`config.mk`:
```
export PLATFORM = sky130hd
export DESIGN_NAME = trial_division_prime_test_unit_flat
export DESIGN_NICKNAME = d
export VERILOG_FILES = /design/src/hdl/tdpt_pkg.sv /design/src/hdl/tdpt_if.sv /design/src/hdl/tdpt_front.sv /design/src/hdl/tdpt_queue.sv /design/src/hdl/tdpt_back.sv /design/src/hdl/trial_division_prime_test_unit.sv /design/src/flat_wrapper.sv
export SDC_FILE = /design/constraint.sdc
export NUM_CORES = 1
export LEC_CHECK = 0
export ABC_AREA = 1
export BUFFER_PORTS_ARGS = -buffer_cell sky130_fd_sc_hd__buf_2
export CORE_MARGIN = 1
export CORE_UTILIZATION = 39
export DETAILED_ROUTE_END_ITERATION = 10
export GPL_TIMING_DRIVEN = 0
export PLACE_DENSITY_LB_ADDON = 0.08
export SYNTH_ARGS = -nofsm -noshare
export SYNTH_HDL_FRONTEND = slang
export SYNTH_SLANG_ARGS = --single-unit
```
`constraint.sdc`:
```
create_clock -name clk -period 5.7 [get_ports clk]
set_clock_uncertainty 0.05 [all_clocks]
set_input_delay 0.57 -clock clk [delete_from_list [all_inputs] [get_ports clk]]
set_output_delay 0.57 -clock clk [all_outputs]
set_load 0.005 [all_outputs]
```
`src/hdl/tdpt_pkg.sv`:
```
// ----------------------------------------------------------------------------
// Trial-division prime test package
// Shared types and fixed constants of the prime test unit.
// ----------------------------------------------------------------------------
package tdpt_pkg;

    localparam int unsigned CAND_WIDTH    = 32;
    localparam int unsigned FIRST_DIVISOR = 3;
    localparam int unsigned STEP_SHORT    = 2;
    localparam int unsigned STEP_LONG     = 4;

    typedef enum logic [1:0] {
        CLS_NOT_PRIME,
        CLS_PRIME,
        CLS_TRIAL
    } cls_t;

    typedef struct packed {
        logic valid;
        cls_t cls;
    } push_ctl_t;

    typedef enum logic [1:0] {
        ST_IDLE,
        ST_CHECK,
        ST_DIV,
        ST_REPORT
    } back_state_t;

endpackage

```
`src/hdl/tdpt_if.sv`:
```
// ----------------------------------------------------------------------------
// Trial-division prime test channels
// Valid/ready channels for the candidate items and the result items.
// ----------------------------------------------------------------------------
interface tdpt_cand_if;
    logic                                valid;
    logic                                ready;
    logic [tdpt_pkg::CAND_WIDTH-1:0]     candidate;

    modport source (output valid, output candidate, input ready);
    modport sink (input valid, input candidate, output ready);
endinterface

interface tdpt_result_if;
    logic valid;
    logic ready;
    logic is_prime;

    modport source (output valid, output is_prime, input ready);
    modport sink (input valid, input is_prime, output ready);
endinterface

```
`src/hdl/tdpt_front.sv`:
```
// ----------------------------------------------------------------------------
// Trial-division prime test front end
// Accepts candidates, trims them to the datapath width and sorts out the
// cases that need no trial division.
// ----------------------------------------------------------------------------
module tdpt_front #(
    parameter int unsigned NUM_WIDTH = 32
) (
    tdpt_cand_if.sink                cand,
    input  logic                     q_full,
    output tdpt_pkg::push_ctl_t      push_ctl,
    output logic [NUM_WIDTH-1:0]     push_n
);

    logic [63:0]          cand_ext;
    logic [NUM_WIDTH-1:0] n;

    assign cand_ext = {32'd0, cand.candidate};
    assign n        = cand_ext[NUM_WIDTH-1:0];

    assign cand.ready     = !q_full;
    assign push_n         = n;

    always_comb
    begin
        push_ctl.valid = cand.valid && !q_full;
        if (n <= NUM_WIDTH'(1))
        begin
            push_ctl.cls = tdpt_pkg::CLS_NOT_PRIME;
        end
        else if (n <= NUM_WIDTH'(3))
        begin
            push_ctl.cls = tdpt_pkg::CLS_PRIME;
        end
        else if (!n[0])
        begin
            push_ctl.cls = tdpt_pkg::CLS_NOT_PRIME;
        end
        else
        begin
            push_ctl.cls = tdpt_pkg::CLS_TRIAL;
        end
    end

endmodule

```
`src/hdl/tdpt_queue.sv`:
```
// ----------------------------------------------------------------------------
// Trial-division prime test queue
// Two-entry queue between the front end and the trial engine.
// ----------------------------------------------------------------------------
module tdpt_queue #(
    parameter int unsigned NUM_WIDTH = 32
) (
    input  logic                     clk,
    input  logic                     rst_n,
    input  tdpt_pkg::push_ctl_t      push_ctl,
    input  logic [NUM_WIDTH-1:0]     push_n,
    output logic                     full,
    output logic                     pop_valid,
    output tdpt_pkg::cls_t           pop_cls,
    output logic [NUM_WIDTH-1:0]     pop_n,
    input  logic                     pop
);

    logic [NUM_WIDTH-1:0] n_mem [2];
    tdpt_pkg::cls_t       cls_mem [2];
    logic                 wr_ptr_reg;
    logic                 rd_ptr_reg;
    logic [1:0]           count_reg;
    logic                 do_push;
    logic                 do_pop;

    assign full      = (count_reg == 2'd2);
    assign pop_valid = (count_reg != 2'd0);
    assign pop_cls   = cls_mem[rd_ptr_reg];
    assign pop_n     = n_mem[rd_ptr_reg];
    assign do_push   = push_ctl.valid && !full;
    assign do_pop    = pop && pop_valid;

    always_ff @(posedge clk)
    begin
        if (do_push)
        begin
            n_mem[wr_ptr_reg]   <= push_n;
            cls_mem[wr_ptr_reg] <= push_ctl.cls;
        end
    end

    always_ff @(posedge clk or negedge rst_n)
    begin
        if (!rst_n)
        begin
            wr_ptr_reg <= 1'b0;
            rd_ptr_reg <= 1'b0;
            count_reg  <= 2'd0;
        end
        else
        begin
            if (do_push)
            begin
                wr_ptr_reg <= ~wr_ptr_reg;
            end
            if (do_pop)
            begin
                rd_ptr_reg <= ~rd_ptr_reg;
            end
            if (do_push && !do_pop)
            begin
                count_reg <= count_reg + 2'd1;
            end
            else if (do_pop && !do_push)
            begin
                count_reg <= count_reg - 2'd1;
            end
        end
    end

endmodule

```
`src/hdl/tdpt_back.sv`:
```
// ----------------------------------------------------------------------------
// Trial-division prime test engine
// Runs the 6k-1 / 6k+1 trial divisions with a bit-serial remainder unit and
// holds the verdict in the output register.
// ----------------------------------------------------------------------------
module tdpt_back #(
    parameter int unsigned NUM_WIDTH = 32
) (
    input  logic                     clk,
    input  logic                     rst_n,
    input  logic                     q_valid,
    input  tdpt_pkg::cls_t           q_cls,
    input  logic [NUM_WIDTH-1:0]     q_n,
    output logic                     q_pop,
    tdpt_result_if.source            res
);

    localparam int unsigned CW = (NUM_WIDTH > 1) ? $clog2(NUM_WIDTH) : 1;
    localparam int unsigned SW = 2 * NUM_WIDTH;

    tdpt_pkg::back_state_t state_reg, state_next;
    logic [NUM_WIDTH-1:0]  n_reg, n_next;
    logic [NUM_WIDTH-1:0]  d_reg, d_next;
    logic [SW-1:0]         sq_reg, sq_next;
    logic                  long_reg, long_next;
    logic [NUM_WIDTH-1:0]  rem_reg, rem_next;
    logic [CW-1:0]         cnt_reg, cnt_next;
    logic                  verdict_reg, verdict_next;
    logic                  res_valid_reg, res_valid_next;
    logic                  res_bit_reg, res_bit_next;
    logic                  slot_free;
    logic [NUM_WIDTH:0]    rem_shift;
    logic [NUM_WIDTH:0]    rem_sub;
    logic [SW-1:0]         sq_step;

    assign res.valid    = res_valid_reg;
    assign res.is_prime = res_bit_reg;
    assign slot_free    = !res_valid_reg || res.ready;

    assign rem_shift = {rem_reg, n_reg[cnt_reg]};
    assign rem_sub   = (rem_shift >= {1'b0, d_reg}) ? (rem_shift - {1'b0, d_reg}) : rem_shift;

    // (d+2)^2 - d^2 = 4d + 4 and (d+4)^2 - d^2 = 8d + 16.
    assign sq_step = long_reg ? (SW'({d_reg, 3'b000}) + SW'(16))
                              : (SW'({d_reg, 2'b00}) + SW'(4));

    always_ff @(posedge clk)
    begin
        n_reg       <= n_next;
        d_reg       <= d_next;
        sq_reg      <= sq_next;
        long_reg    <= long_next;
        rem_reg     <= rem_next;
        cnt_reg     <= cnt_next;
        verdict_reg <= verdict_next;
        res_bit_reg <= res_bit_next;
    end

    always_ff @(posedge clk or negedge rst_n)
    begin
        if (!rst_n)
        begin
            state_reg     <= tdpt_pkg::ST_IDLE;
            res_valid_reg <= 1'b0;
        end
        else
        begin
            state_reg     <= state_next;
            res_valid_reg <= res_valid_next;
        end
    end

    always_comb
    begin
        state_next     = state_reg;
        n_next         = n_reg;
        d_next         = d_reg;
        sq_next        = sq_reg;
        long_next      = long_reg;
        rem_next       = rem_reg;
        cnt_next       = cnt_reg;
        verdict_next   = verdict_reg;
        res_bit_next   = res_bit_reg;
        res_valid_next = res_valid_reg && !res.ready;
        q_pop          = 1'b0;

        case (state_reg)
            tdpt_pkg::ST_IDLE:
            begin
                if (q_valid)
                begin
                    q_pop = 1'b1;
                    case (q_cls)
                        tdpt_pkg::CLS_TRIAL:
                        begin
                            n_next     = q_n;
                            d_next     = NUM_WIDTH'(tdpt_pkg::FIRST_DIVISOR);
                            sq_next    = SW'(tdpt_pkg::FIRST_DIVISOR * tdpt_pkg::FIRST_DIVISOR);
                            long_next  = 1'b0;
                            state_next = tdpt_pkg::ST_CHECK;
                        end
                        tdpt_pkg::CLS_PRIME:
                        begin
                            verdict_next = 1'b1;
                            state_next   = tdpt_pkg::ST_REPORT;
                        end
                        default:
                        begin
                            verdict_next = 1'b0;
                            state_next   = tdpt_pkg::ST_REPORT;
                        end
                    endcase
                end
            end
            tdpt_pkg::ST_CHECK:
            begin
                if (sq_reg > SW'(n_reg))
                begin
                    verdict_next = 1'b1;
                    state_next   = tdpt_pkg::ST_REPORT;
                end
                else
                begin
                    rem_next   = '0;
                    cnt_next   = CW'(NUM_WIDTH - 1);
                    state_next = tdpt_pkg::ST_DIV;
                end
            end
            tdpt_pkg::ST_DIV:
            begin
                rem_next = rem_sub[NUM_WIDTH-1:0];
                if (cnt_reg == '0)
                begin
                    if (rem_sub == '0)
                    begin
                        verdict_next = 1'b0;
                        state_next   = tdpt_pkg::ST_REPORT;
                    end
                    else
                    begin
                        d_next     = d_reg + (long_reg ? NUM_WIDTH'(tdpt_pkg::STEP_LONG)
                                                       : NUM_WIDTH'(tdpt_pkg::STEP_SHORT));
                        sq_next    = sq_reg + sq_step;
                        long_next  = (d_reg == NUM_WIDTH'(tdpt_pkg::FIRST_DIVISOR)) ? 1'b0
                                                                                   : !long_reg;
                        state_next = tdpt_pkg::ST_CHECK;
                    end
                end
                else
                begin
                    cnt_next = cnt_reg - CW'(1);
                end
            end
            tdpt_pkg::ST_REPORT:
            begin
                if (slot_free)
                begin
                    res_valid_next = 1'b1;
                    res_bit_next   = verdict_reg;
                    state_next     = tdpt_pkg::ST_IDLE;
                end
            end
            default:
            begin
                state_next = tdpt_pkg::ST_IDLE;
            end
        endcase
    end

endmodule

```
`src/hdl/trial_division_prime_test_unit.sv`:
```
// ----------------------------------------------------------------------------
// Trial-division prime test unit
// Reports for each candidate whether it is prime, using the 6k-1 / 6k+1 wheel.
// ----------------------------------------------------------------------------
// The candidate is cut to its low NUM_WIDTH bits and answered with one result
// item. Values up to 3 and even values are settled by the front end. Other
// values run through the trial engine, which tests divisor 3 and then 5, 7, 11,
// 13 and so on while the square of the divisor does not exceed the value; each
// divisor runs through the bit-serial remainder unit, and a composite stops at
// its smallest factor. A two-entry queue in front of the engine takes new items
// while a division runs, and the output register holds a finished result
// while the next item is worked on.
module trial_division_prime_test_unit #(
    parameter int unsigned NUM_WIDTH = 32
) (
    input  logic          clk,
    input  logic          rst_n,
    tdpt_cand_if.sink     cand,
    tdpt_result_if.source res
);

    tdpt_pkg::push_ctl_t  push_ctl;
    logic [NUM_WIDTH-1:0] push_n;
    logic                 q_full;
    logic                 q_valid;
    tdpt_pkg::cls_t       q_cls;
    logic [NUM_WIDTH-1:0] q_n;
    logic                 q_pop;

    tdpt_front #(
        .NUM_WIDTH (NUM_WIDTH)
    ) u_front (
        .cand     (cand),
        .q_full   (q_full),
        .push_ctl (push_ctl),
        .push_n   (push_n)
    );

    tdpt_queue #(
        .NUM_WIDTH (NUM_WIDTH)
    ) u_queue (
        .clk       (clk),
        .rst_n     (rst_n),
        .push_ctl  (push_ctl),
        .push_n    (push_n),
        .full      (q_full),
        .pop_valid (q_valid),
        .pop_cls   (q_cls),
        .pop_n     (q_n),
        .pop       (q_pop)
    );

    tdpt_back #(
        .NUM_WIDTH (NUM_WIDTH)
    ) u_back (
        .clk     (clk),
        .rst_n   (rst_n),
        .q_valid (q_valid),
        .q_cls   (q_cls),
        .q_n     (q_n),
        .q_pop   (q_pop),
        .res     (res)
    );

endmodule

```
`src/flat_wrapper.sv`:
```
// flat-port wrapper written by rule: the top's interface ports become plain ports
module trial_division_prime_test_unit_flat 
#(
    parameter int unsigned NUM_WIDTH = 32
)
  (clk, rst_n, cand_valid, cand_candidate, cand_ready, res_valid, res_is_prime, res_ready);
  tdpt_cand_if cand_i ();
  tdpt_result_if res_i ();
  input  logic clk;
  input  logic rst_n;
  input wire logic [$bits(cand_i.valid)-1:0] cand_valid;
  input wire logic [$bits(cand_i.candidate)-1:0] cand_candidate;
  output wire logic [$bits(cand_i.ready)-1:0] cand_ready;
  output wire logic [$bits(res_i.valid)-1:0] res_valid;
  output wire logic [$bits(res_i.is_prime)-1:0] res_is_prime;
  input wire logic [$bits(res_i.ready)-1:0] res_ready;
  assign cand_i.valid = cand_valid;
  assign cand_i.candidate = cand_candidate;
  assign cand_ready = cand_i.ready;
  assign res_valid = res_i.valid;
  assign res_is_prime = res_i.is_prime;
  assign res_i.ready = res_ready;
  trial_division_prime_test_unit #(.NUM_WIDTH(NUM_WIDTH)) u_core (.clk(clk), .rst_n(rst_n), .cand(cand_i), .res(res_i));
endmodule
```
==> flow_summary.yaml, run 1 <==
logic_synthesis:
  ys_warn_count: 0
  synth-simple-area-share_pct: 23.93
  yosys.area.top_type: "edfxtp_1"
  syn-num-nets: 2164
  synthFlopType: "edfxtp_1"
  synth-edff-count: 232
  yosysTopAreaCellShare_pct: 42.57
  synthXorXnorAreaFrac_pct: 2.890
  synth_fa_ha_area_share_pct: 8.242
  synth.area.mux_share_pct: 0.1835
  ys_seq_area_share_pct: 43.64
  synth_compound_area_share_pct: 13.73
  synth_cell_types: 63
  synthTopCellsByArea: "edfxtp_1, nand2_1, ha_1"
  syn_area_um2: 16370
  async_reset_ff_share_pct: 2.929
  synth_top_family_by_area: "simple AND/OR/NAND/NOR gates"
  avgSynthCellArea_um2: 8.094
  ys_ff_latch: 239
  netlist_instances: 2022
  synth_common_cells: "nand2_1, inv_1, edfxtp_1, a21oi_1, nor2_1"
  synth.most_common_cell: "nand2_1"
grt:
  gr-total-overflow: 0
  antenna_found_initial: 0
  track_usage_pct: 22.54
  grt_pass1_vias: 13230
  grt_max_degree: 51
  grt_pass1_wl_um: 74110
final_layout:
  seqCellArea_um2: 7142
  multi_input_area_um2: 8059
  largest_reg_flops: 64
  area_growth_pct: 11.76
  layout.nets: 2237
  design_area_um2: 18290
  layout-drive-gt1-share_pct: 6.623
  finalNonFillerCells: 2646
  fin_util_pct: 44.49
  fillers: 4190
  diodes: 0
sta:
  setup_tns_ns: 0
  hold_viol: 0
  worst_slack_ns: 0.3164
  setup_violations: 0
  rsz0062_at_grt: "no"
  period_share_pct: 94.45
  worstMarginPinSlew_ns: 0.8853
  slew_viol_final: 0
  relSlewSlack_pct: 40.98
  fmax_ghz: 0.1858
  timing.hold.ws_ns: 0.1334
  period_needed_ns: 5.384
die:
  dieArea_um2: 42790
  dieWidth_um: 206.9
  die_h_um: 206.9
  initial_core_util_pct: 39.81
  rows: 74
  core_region_area_um2: 41110
  num_io_pins: 39
min_path:
  worstHoldPathType: "in2reg"
power_and_ir_drop:
  p_per_area_nw_per_um2: 601.1
  leakage_nw: 7.544
  power_mw: 10.99
  vdd_drop_max_uv: 279.3
route:
  wl_um: 47630
  vias: 14086
  routedWlPerCell_um: 18.00
  first_iter_violations: 1259
  ant_nets: 0
  viasPerCell: 5.324
  firstDrtPassIters: 7
  drc: 0
clock_tree:
  clockRootBuffer: "clkbuf_16"
  insertion_delay_ns: 0.59
  post_cts.repair.setup_buffers: 0
  cts_tree: "yes"
  ctsHtreeMaxLevel: 1
  clock_sinks: 239
  cts_buffers: 28
  clock_path_buffers: 3
  clk_pin_slew_ns: 0.06
placed_design:
  gp_congestion: 0.9356
  dpl_cell_area_um2: 17350
  port_buffers: 38
  dp_cells: 2596
  hpwlAfterDp_um: 37660
  dp_slack_ns: 0.4374
worst_setup_path:
  critPathMaxFanout: 50
  slowest_stage: "nor4b_1"
  cp-start-kind: "flop"
  end_kind: "flop"
  cp_common_cell: "nand3_1"
  cp.arrival_ns: 5.55
  path_class: "reg2reg"
  crit_required_ns: 5.87
  max_stage_delay_ns: 0.61
flow_run:
  maxCapViolCount: 0
status:
  status: "completed"
[power breakdown]
part | total, mW | internal [mW] | switching (mW)
Sequential | 3.15 | 2.76 | 0.390
Clock | 1.83 | 1.08 | 0.748
Combinational | 6.02 | 1.88 | 4.14
[critical path, delay by kind of cell (launching register included)]
kind | cells | cell delay (ns)
simple gates | 16 | 2.85
buf+inv | 8 | 1.50
flops | 1 | 0.34
fa+ha+maj | 1 | 0.16
[metal layers]
layer	GRT usage (%)	vias to the layer above	part of all wire, %
met3	2.998	62	5.3
met1	31.54	6560	47
li1	-	7090	-
met4	5.370	0	2.3
met5	0	-	0
met2	36.81	374	45
[cells in the final DEF, fill, tap and decap left out, drive strengths merged, types with 2 or more instances in the layout]
| master | count |
|---|---|
| nor3 | 51 |
| xor2 | 43 |
| buf | 55 |
| ha | 103 |
| nand3b | 4 |
| edfxtp | 232 |
| o221ai | 3 |
| o21bai | 7 |
| bufinv | 4 |
| nor2 | 190 |
| dfrtp | 7 |
| clkinv | 15 |
| nor3b | 5 |
| o31ai | 2 |
| a211oi | 5 |
| o22ai | 2 |
| nand4 | 29 |
| and2 | 2 |
| nor4 | 30 |
| inv | 257 |
| a21boi | 7 |
| a31oi | 16 |
| clkbuf | 60 |
| o211ai | 3 |
| o21ai | 153 |
| xnor2 | 11 |
| nand3 | 95 |
| o21a | 11 |
| or2 | 7 |
| fa | 3 |
| a21o | 4 |
| nand2 | 491 |
| and3 | 3 |
| a21oi | 192 |
| o2111ai | 2 |
| mux2i | 3 |
[final timing paths]
path / end / slack [ns] / start / cells after the start
max in group asynchronous: u_core.u_back.state_reg[1] / 5.14 / rst_n / 2
min in group asynchronous: u_core.u_queue.wr_ptr_reg / 0.30 / rst_n / 2
min reg2reg: u_core.u_back.res.is_prime / 0.37 / u_core.u_back.verdict_reg / 0
min: u_core.u_queue.n_mem[1][0] / 0.13 / cand_candidate[0] / 1
max reg2reg: u_core.u_back.sq_reg[42] / 0.32 / u_core.u_back.cnt_reg[0] / 25
max: u_core.u_back.sq_reg[42] / 0.32 / u_core.u_back.cnt_reg[0] / 25
[cell type report]
| cell class | count | share of cell area, % |
|---|---|---|
| flip-flops and latches | 239 | 39.05 |
| multi-input cells | 1483 | 44.06 |
| inverters | 260 | 5.397 |
| clock inverters | 16 | 1.108 |
| well taps | 532 | 3.639 |
| repair buffers | 43 | 1.573 |
| clock buffers | 33 | 3.934 |
| plain buffers | 40 | 1.238 |
[kinds of logic (layout without fill, tap and decap cells)]
kind of cell	Yosys count	in the layout
buf+inv	300	392
fa+ha+maj	106	106
xor+xnor	54	54
compound gates	411	411
flops	239	239
simple gates	909	909
mux	3	3
[what timing repair did]
action | in CTS | in global routing
hold buffers | 1 | 0
gates resized for setup | 0 | 3
setup endpoints to repair | 0 | 52
hold endpoints to repair | 7 | 0
No activity file was read; power rests on OpenSTA's default activity.
==> inputs of run 2 (changes only) <==
--- a/config.mk
+++ b/config.mk
@@ -8,7 +8,7 @@
 export ABC_AREA = 1
 export BUFFER_PORTS_ARGS = -buffer_cell sky130_fd_sc_hd__buf_2
 export CORE_MARGIN = 1
-export CORE_UTILIZATION = 39
+export CORE_UTILIZATION = 50
 export DETAILED_ROUTE_END_ITERATION = 10
 export GPL_TIMING_DRIVEN = 0
 export PLACE_DENSITY_LB_ADDON = 0.08
==> constraint.sdc (replaced) <==
create_clock -name clk -period 5.7 [get_ports clk]
set_clock_uncertainty 0.05 [all_clocks]
set_input_delay 1.14 -clock clk [delete_from_list [all_inputs] [get_ports clk]]
set_output_delay 1.14 -clock clk [all_outputs]
set_load 0.005 [all_outputs]
==> run 2 against run 1 <==
Routed wire length down 1.8%. Sequential power is essentially flat. Utilization up 12 points. Sequential cell count is the same. Highest routed layer is now met5.
==> flow_summary.yaml, run 2 (synthesis gave the netlist of run 1 again) <==
status:
  status: "completed"
die:
  rows: 65
  die_h_um: 182.9
  initial_core_util_pct: 51.33
  dieWidth_um: 182.9
  num_io_pins: 39
  core_region_area_um2: 31880
  dieArea_um2: 33460
min_path:
  worstHoldPathType: "in2async"
power_and_ir_drop:
  leakage_nw: 7.549
  power_mw: 10.96
  p_per_area_nw_per_um2: 603.6
  vdd_drop_max_uv: 382.3
grt:
  grtUsageMet3_pct: 4.110
  grt_pass1_vias: 13523
  gr-total-overflow: 0
  gr-usage-met1_pct: 40.14
  grt_max_degree: 53
  antenna_found_initial: 1
  top_usage_layer: "met2"
  grt_pass1_wl_um: 74090
  track_usage_pct: 28.48
  use_met2_pct: 46.69
worst_setup_path:
  cp.arrival_ns: 5.43
  rr_startpoint: "u_core.u_back.cnt_reg[2]"
  path_class: "reg2reg"
  r2r_end: "u_core.u_back.sq_reg[51]"
  end_kind: "flop"
  crit_required_ns: 5.89
  critPathMaxFanout: 52
  slowest_stage: "o21ai_0"
  rrSetupSlack_ns: 0.46
  crit_end: "u_core.u_back.sq_reg[51]"
  max_stage_delay_ns: 0.57
  cp-start-kind: "flop"
  r2r_cells: 25
  cp-startpoint: "u_core.u_back.cnt_reg[2]"
sta:
  hold_viol: 0
  period_share_pct: 91.93
  rsz0062_at_grt: "no"
  fmax_ghz: 0.1908
  relSlewSlack_pct: 38.88
  worstMarginPinSlew_ns: 0.9168
  timing.hold.ws_ns: 0.3403
  setup_violations: 0
  period_needed_ns: 5.240
  slew_viol_final: 0
route:
  first_iter_violations: 1413
  ant_nets: 0
  viasPerCell: 5.589
  firstDrtPassIters: 5
  routedWlPerCell_um: 18.33
  vias: 14258
  drc: 0
  wl_um: 46750
final_layout:
  finalNonFillerCells: 2551
  design_area_um2: 18150
  largest_reg_flops: 64
  area_growth_pct: 10.93
  final_common_cell: "nand2_1"
  final_cell_mix: "nand2_1, inv_1, edfxtp_1"
  diodes: 0
  layout-drive-gt1-share_pct: 6.947
  layout.nets: 2238
placed_design:
  port_buffers: 38
  dpl_cell_area_um2: 17230
  hpwlAfterDp_um: 36740
  gp_congestion: 0.9775
  dp_cells: 2500
clock_tree:
  clock_sinks: 239
  cts_tree: "yes"
  clockRootBuffer: "clkbuf_16"
  insertion_delay_ns: 0.59
  clock_path_buffers: 3
  clk_pin_slew_ns: 0.06
  cts_buffers: 29
  ctsHtreeMaxLevel: 1
  post_cts.repair.setup_buffers: 0
flow_run:
  maxCapViolCount: 0
-- run 2: cell count changes in the layout (fill, tap and decap cells not counted), moves of 2 or more --
cell / change
clkbuf_1: -3
inv_6: +3
clkinvlp_4: +2
bufinv_16: -3
-- run 2: worst min-delay path by stage --
stage / endpoint / slack [ns]
after global routing: u_core.u_back.res.valid / 0.34
after global placement: u_core.u_back.res.is_prime / 0.39
after detailed placement: u_core.u_back.res.is_prime / 0.36
after floorplan: u_core.u_back.res.is_prime / 0.35
after CTS: u_core.u_back.res.valid / 0.32
final: u_core.u_back.res.valid / 0.34
-- run 2: timing repair --
| item | 4_1_cts | 5_1_grt |
|---|---|---|
| endpoints found under the setup margin | 0 | 55 |
| hold buffers | 0 | 0 |
| resized for setup | 0 | 6 |
-- run 2: power breakdown --
| group | leakage, nW | internal, mW | switching [mW] |
|---|---|---|---|
| registers | 2.25 | 2.76 | 0.378 |
| clock network | 0.442 | 0.988 | 0.788 |
| logic | 4.86 | 1.90 | 4.15 |
| total | 7.55 | 5.64 | 5.31 |
-- run 2: per-stage QoR --
step / util (%) / worst slack, ns / TNS (ns)
floorplan: - / 0.4465 / 0
global placement: 53.64 / -1.950 / -199.97
detailed placement: 54.06 / 0.2063 / 0
CTS: 56.88 / 0.1287 / 0
global route: 56.94 / 0.08200 / 0
finish: 56.94 / 0.4600 / 0
-- run 2: worst max-delay path: cells and delay by family (launching register included) --
| family | cells | cell delay, ns |
|---|---|---|
| AO/OA/AOI/OAI | 1 | 0.57 |
| XOR/XNOR | 1 | 0.16 |
| adder cells (fa/ha/maj) | 1 | 0.48 |
| buffers and inverters | 3 | 0.86 |
| flip-flops | 1 | 0.42 |
| AND/OR/NAND/NOR | 19 | 2.28 |
-- run 2: final cells by class --
type / instances / area, µm²
Inverter: 260 / 996.0
Fill cell: 2946 / 13730
Multi-Input combinational cell: 1483 / 8054
Buffer: 40 / 226.5
Timing Repair Buffer: 43 / 292.8
Sequential cell: 239 / 7142
Tap cell: 435 / 544.3
Clock inverter: 20 / 165.2
Clock buffer: 31 / 733.2
-- run 2: per-layer routing --
layer / part of all wire (%) / routed length (µm) / up-vias
met5: 0.028 / 13 / -
met1: 46 / 21570 / 6661
met4: 1.9 / 887 / 2
met2: 46 / 21440 / 446
met3: 6.1 / 2840 / 58
li1: - / - / 7091
==> inputs of run 3 (changes only) <==
==> constraint.sdc (replaced) <==
create_clock -name clk -period 4.9 [get_ports clk]
set_clock_uncertainty 0.05 [all_clocks]
set_input_delay 0.98 -clock clk [delete_from_list [all_inputs] [get_ports clk]]
set_output_delay 0.98 -clock clk [all_outputs]
set_load 0.005 [all_outputs]
==> run 3 against run 2 <==
Total power is 18% higher. Critical path type unchanged. Via count is 0.42% higher. Largest cell class unchanged. Cell count is 0.31% higher.
==> flow_summary.yaml, run 3 (synthesis gave the netlist of run 1 again) <==
status:
  status: "completed"
clock_tree:
  clockRootBuffer: "clkbuf_16"
  ctsHtreeMaxLevel: 1
  cts_tree: "yes"
  clock_path_buffers: 3
  insertion_delay_ns: 0.56
  clk_pin_slew_ns: 0.06
  clock_sinks: 239
  cts_buffers: 28
  holdBufCountCts: 0
route:
  ant_nets: 0
  wl_um: 44900
  firstDrtPassIters: 7
  drc: 0
  first_iter_violations: 1196
  routedWlPerCell_um: 17.55
  vias: 14318
  viasPerCell: 5.595
grt:
  antenna_found_initial: 0
  grt_max_degree: 41
  grt_pass1_wl_um: 70790
  gr-total-overflow: 0
  track_usage_pct: 26.89
  grt_pass1_vias: 13640
power_and_ir_drop:
  p_sw_mw: 6.151
  power_frac_seq_pct: 28.5
  vdd_drop_max_uv: 489.9
  netSwitchingFraction_pct: 47.76
  combPwrFrac_pct: 55.4
  leakage_nw: 7.620
  p_int_mw: 6.727
  power_mw: 12.88
  p_per_area_nw_per_um2: 699.6
  p_clk_share_pct: 16.1
sta:
  hold_viol: 0
  slew_viol_final: 0
  period_needed_ns: 4.660
  worstMarginPinSlew_ns: 0.9800
  relSlewSlack_pct: 34.67
  period_share_pct: 95.09
  fmax_ghz: 0.2146
  setup_violations: 0
  rsz0062_at_grt: "yes"
final_layout:
  diodes: 0
  area_growth_pct: 12.48
  final_cell_mix: "nand2_1, inv_1, edfxtp_1"
  layout.nets: 2245
  finalNonFillerCells: 2559
  layout-drive-gt1-share_pct: 8.239
  largest_reg_flops: 64
  final_common_cell: "nand2_1"
flow_run:
  maxCapViolCount: 0
die:
  rows: 65
  dieArea_um2: 33460
  dieWidth_um: 182.9
  initial_core_util_pct: 51.33
  num_io_pins: 39
  die_h_um: 182.9
  core_region_area_um2: 31880
worst_setup_path:
  cp.arrival_ns: 4.88
  critPathMaxFanout: 40
  r2r_end: "u_core.u_back.d_reg[26]"
  path_class: "reg2reg"
  r2r_cells: 18
  cp-start-kind: "flop"
  crit_required_ns: 5.12
  rrSetupSlack_ns: 0.24
  end_kind: "flop"
  rr_startpoint: "u_core.u_back.d_reg[28]"
placed_design:
  port_buffers: 38
  dp_cells: 2500
  hpwlAfterDp_um: 34860
  gp_congestion: 1.022
min_path:
  worstHoldPathType: "in2async"
[run 3: cell types whose count changed in the layout (fill, tap and decap cells not counted), moves of 3 or more]
cell	change
buf_12	+3
buf_4	+8
clkinv_2	-3
clkinv_4	+3
inv_6	-4
nor2_1	-4
nor2_2	+3
nor3_1	-4
[run 3: critical path, cell delays in order (launching register included)]
cell and delay (ns):
edfxtp_1 0.47, inv_1 0.22, ha_1 0.34, a21oi_1 0.24, o21ai_0 0.15, a21oi_1 0.20, nand2_1 0.19, a21oi_4 0.27
nand3_4 0.15, buf_8 0.18, buf_4 0.19, o21ai_0 0.47, nand3_1 0.24, nor3_4 0.24, nand3_1 0.14, nand3_1 0.14
clkinvlp_4 0.12, buf_12 0.15, buf_12 0.17
[run 3: worst max-delay path by stage]
stage / endpoint / slack (ns) / from / depth (start not counted)
final: u_core.u_back.d_reg[26] / 0.24 / u_core.u_back.d_reg[28] / 18
after global routing: u_core.u_back.sq_reg[61] / -0.09 / u_core.u_back.d_reg[3] / 22
after CTS: u_core.u_back.sq_reg[61] / 0.008 / u_core.u_back.d_reg[4] / 25
after detailed placement: u_core.u_back.sq_reg[40] / -0.32 / u_core.u_back.cnt_reg[1] / 22
after global placement: u_core.u_back.sq_reg[40] / -1.82 / u_core.u_back.cnt_reg[2] / 21
after floorplan: u_core.u_back.d_reg[10] / 0.02 / u_core.u_back.cnt_reg[0] / 25
[run 3: layout make-up]
cell class	count	area (µm²)
Clock inverter	17	196.4
Buffer	38	222.7
Clock buffer	34	723.2
Tap cell	435	544.3
Multi-Input combinational cell	1483	8198
Sequential cell	239	7142
Fill cell	2948	13470
Timing Repair Buffer	53	395.4
Inverter	260	985.9
[run 3: stage by stage]
| step | hold slack, ns | setup slack, ns | utilization, % | TNS, ns | area (µm²) |
|---|---|---|---|---|---|
| floorplan | 0.3503 | 0.02347 | - | 0 | 16370 |
| global placement | 0.3861 | -1.821 | 53.65 | -203.07 | 17100 |
| detailed placement | 0.3705 | -0.3199 | 54.07 | -26.82 | 17240 |
| CTS | 0.1803 | 0.007870 | 57.07 | 0 | 18190 |
| global route | 0.1898 | -0.08677 | 57.74 | -0.1749 | 18410 |
| finish | 0.2037 | 0.2404 | 57.74 | 0 | 18410 |
[run 3: power by group through the flow]
stage / combinational (mW) / clock, mW / sequential [mW]
2_1_floorplan: 4.96 / 0 / 3.55
3_3_place_gp: 6.62 / 0 / 3.73
4_1_cts: 6.89 / 2.11 / 3.64
5_1_grt: 7.99 / 2.18 / 3.74
6_report: 7.13 / 2.08 / 3.67
3_5_place_dp: 6.80 / 0 / 3.68
[run 3: timing repair]
item	4_1_cts	5_1_grt
gates cloned	0	1
buffers inserted	2	7
resized for setup	5	32
endpoints found under the setup margin	101	122
pin swaps	0	4
[run 3: routing by layer]
metal	global-route usage, %	vias to the layer above	wire length, µm
met3	3.872	99	3157
met1	36.17	6611	19590
met5	0	-	0
li1	-	7100	-
met2	44.99	508	20830
met4	8.000	0	1327
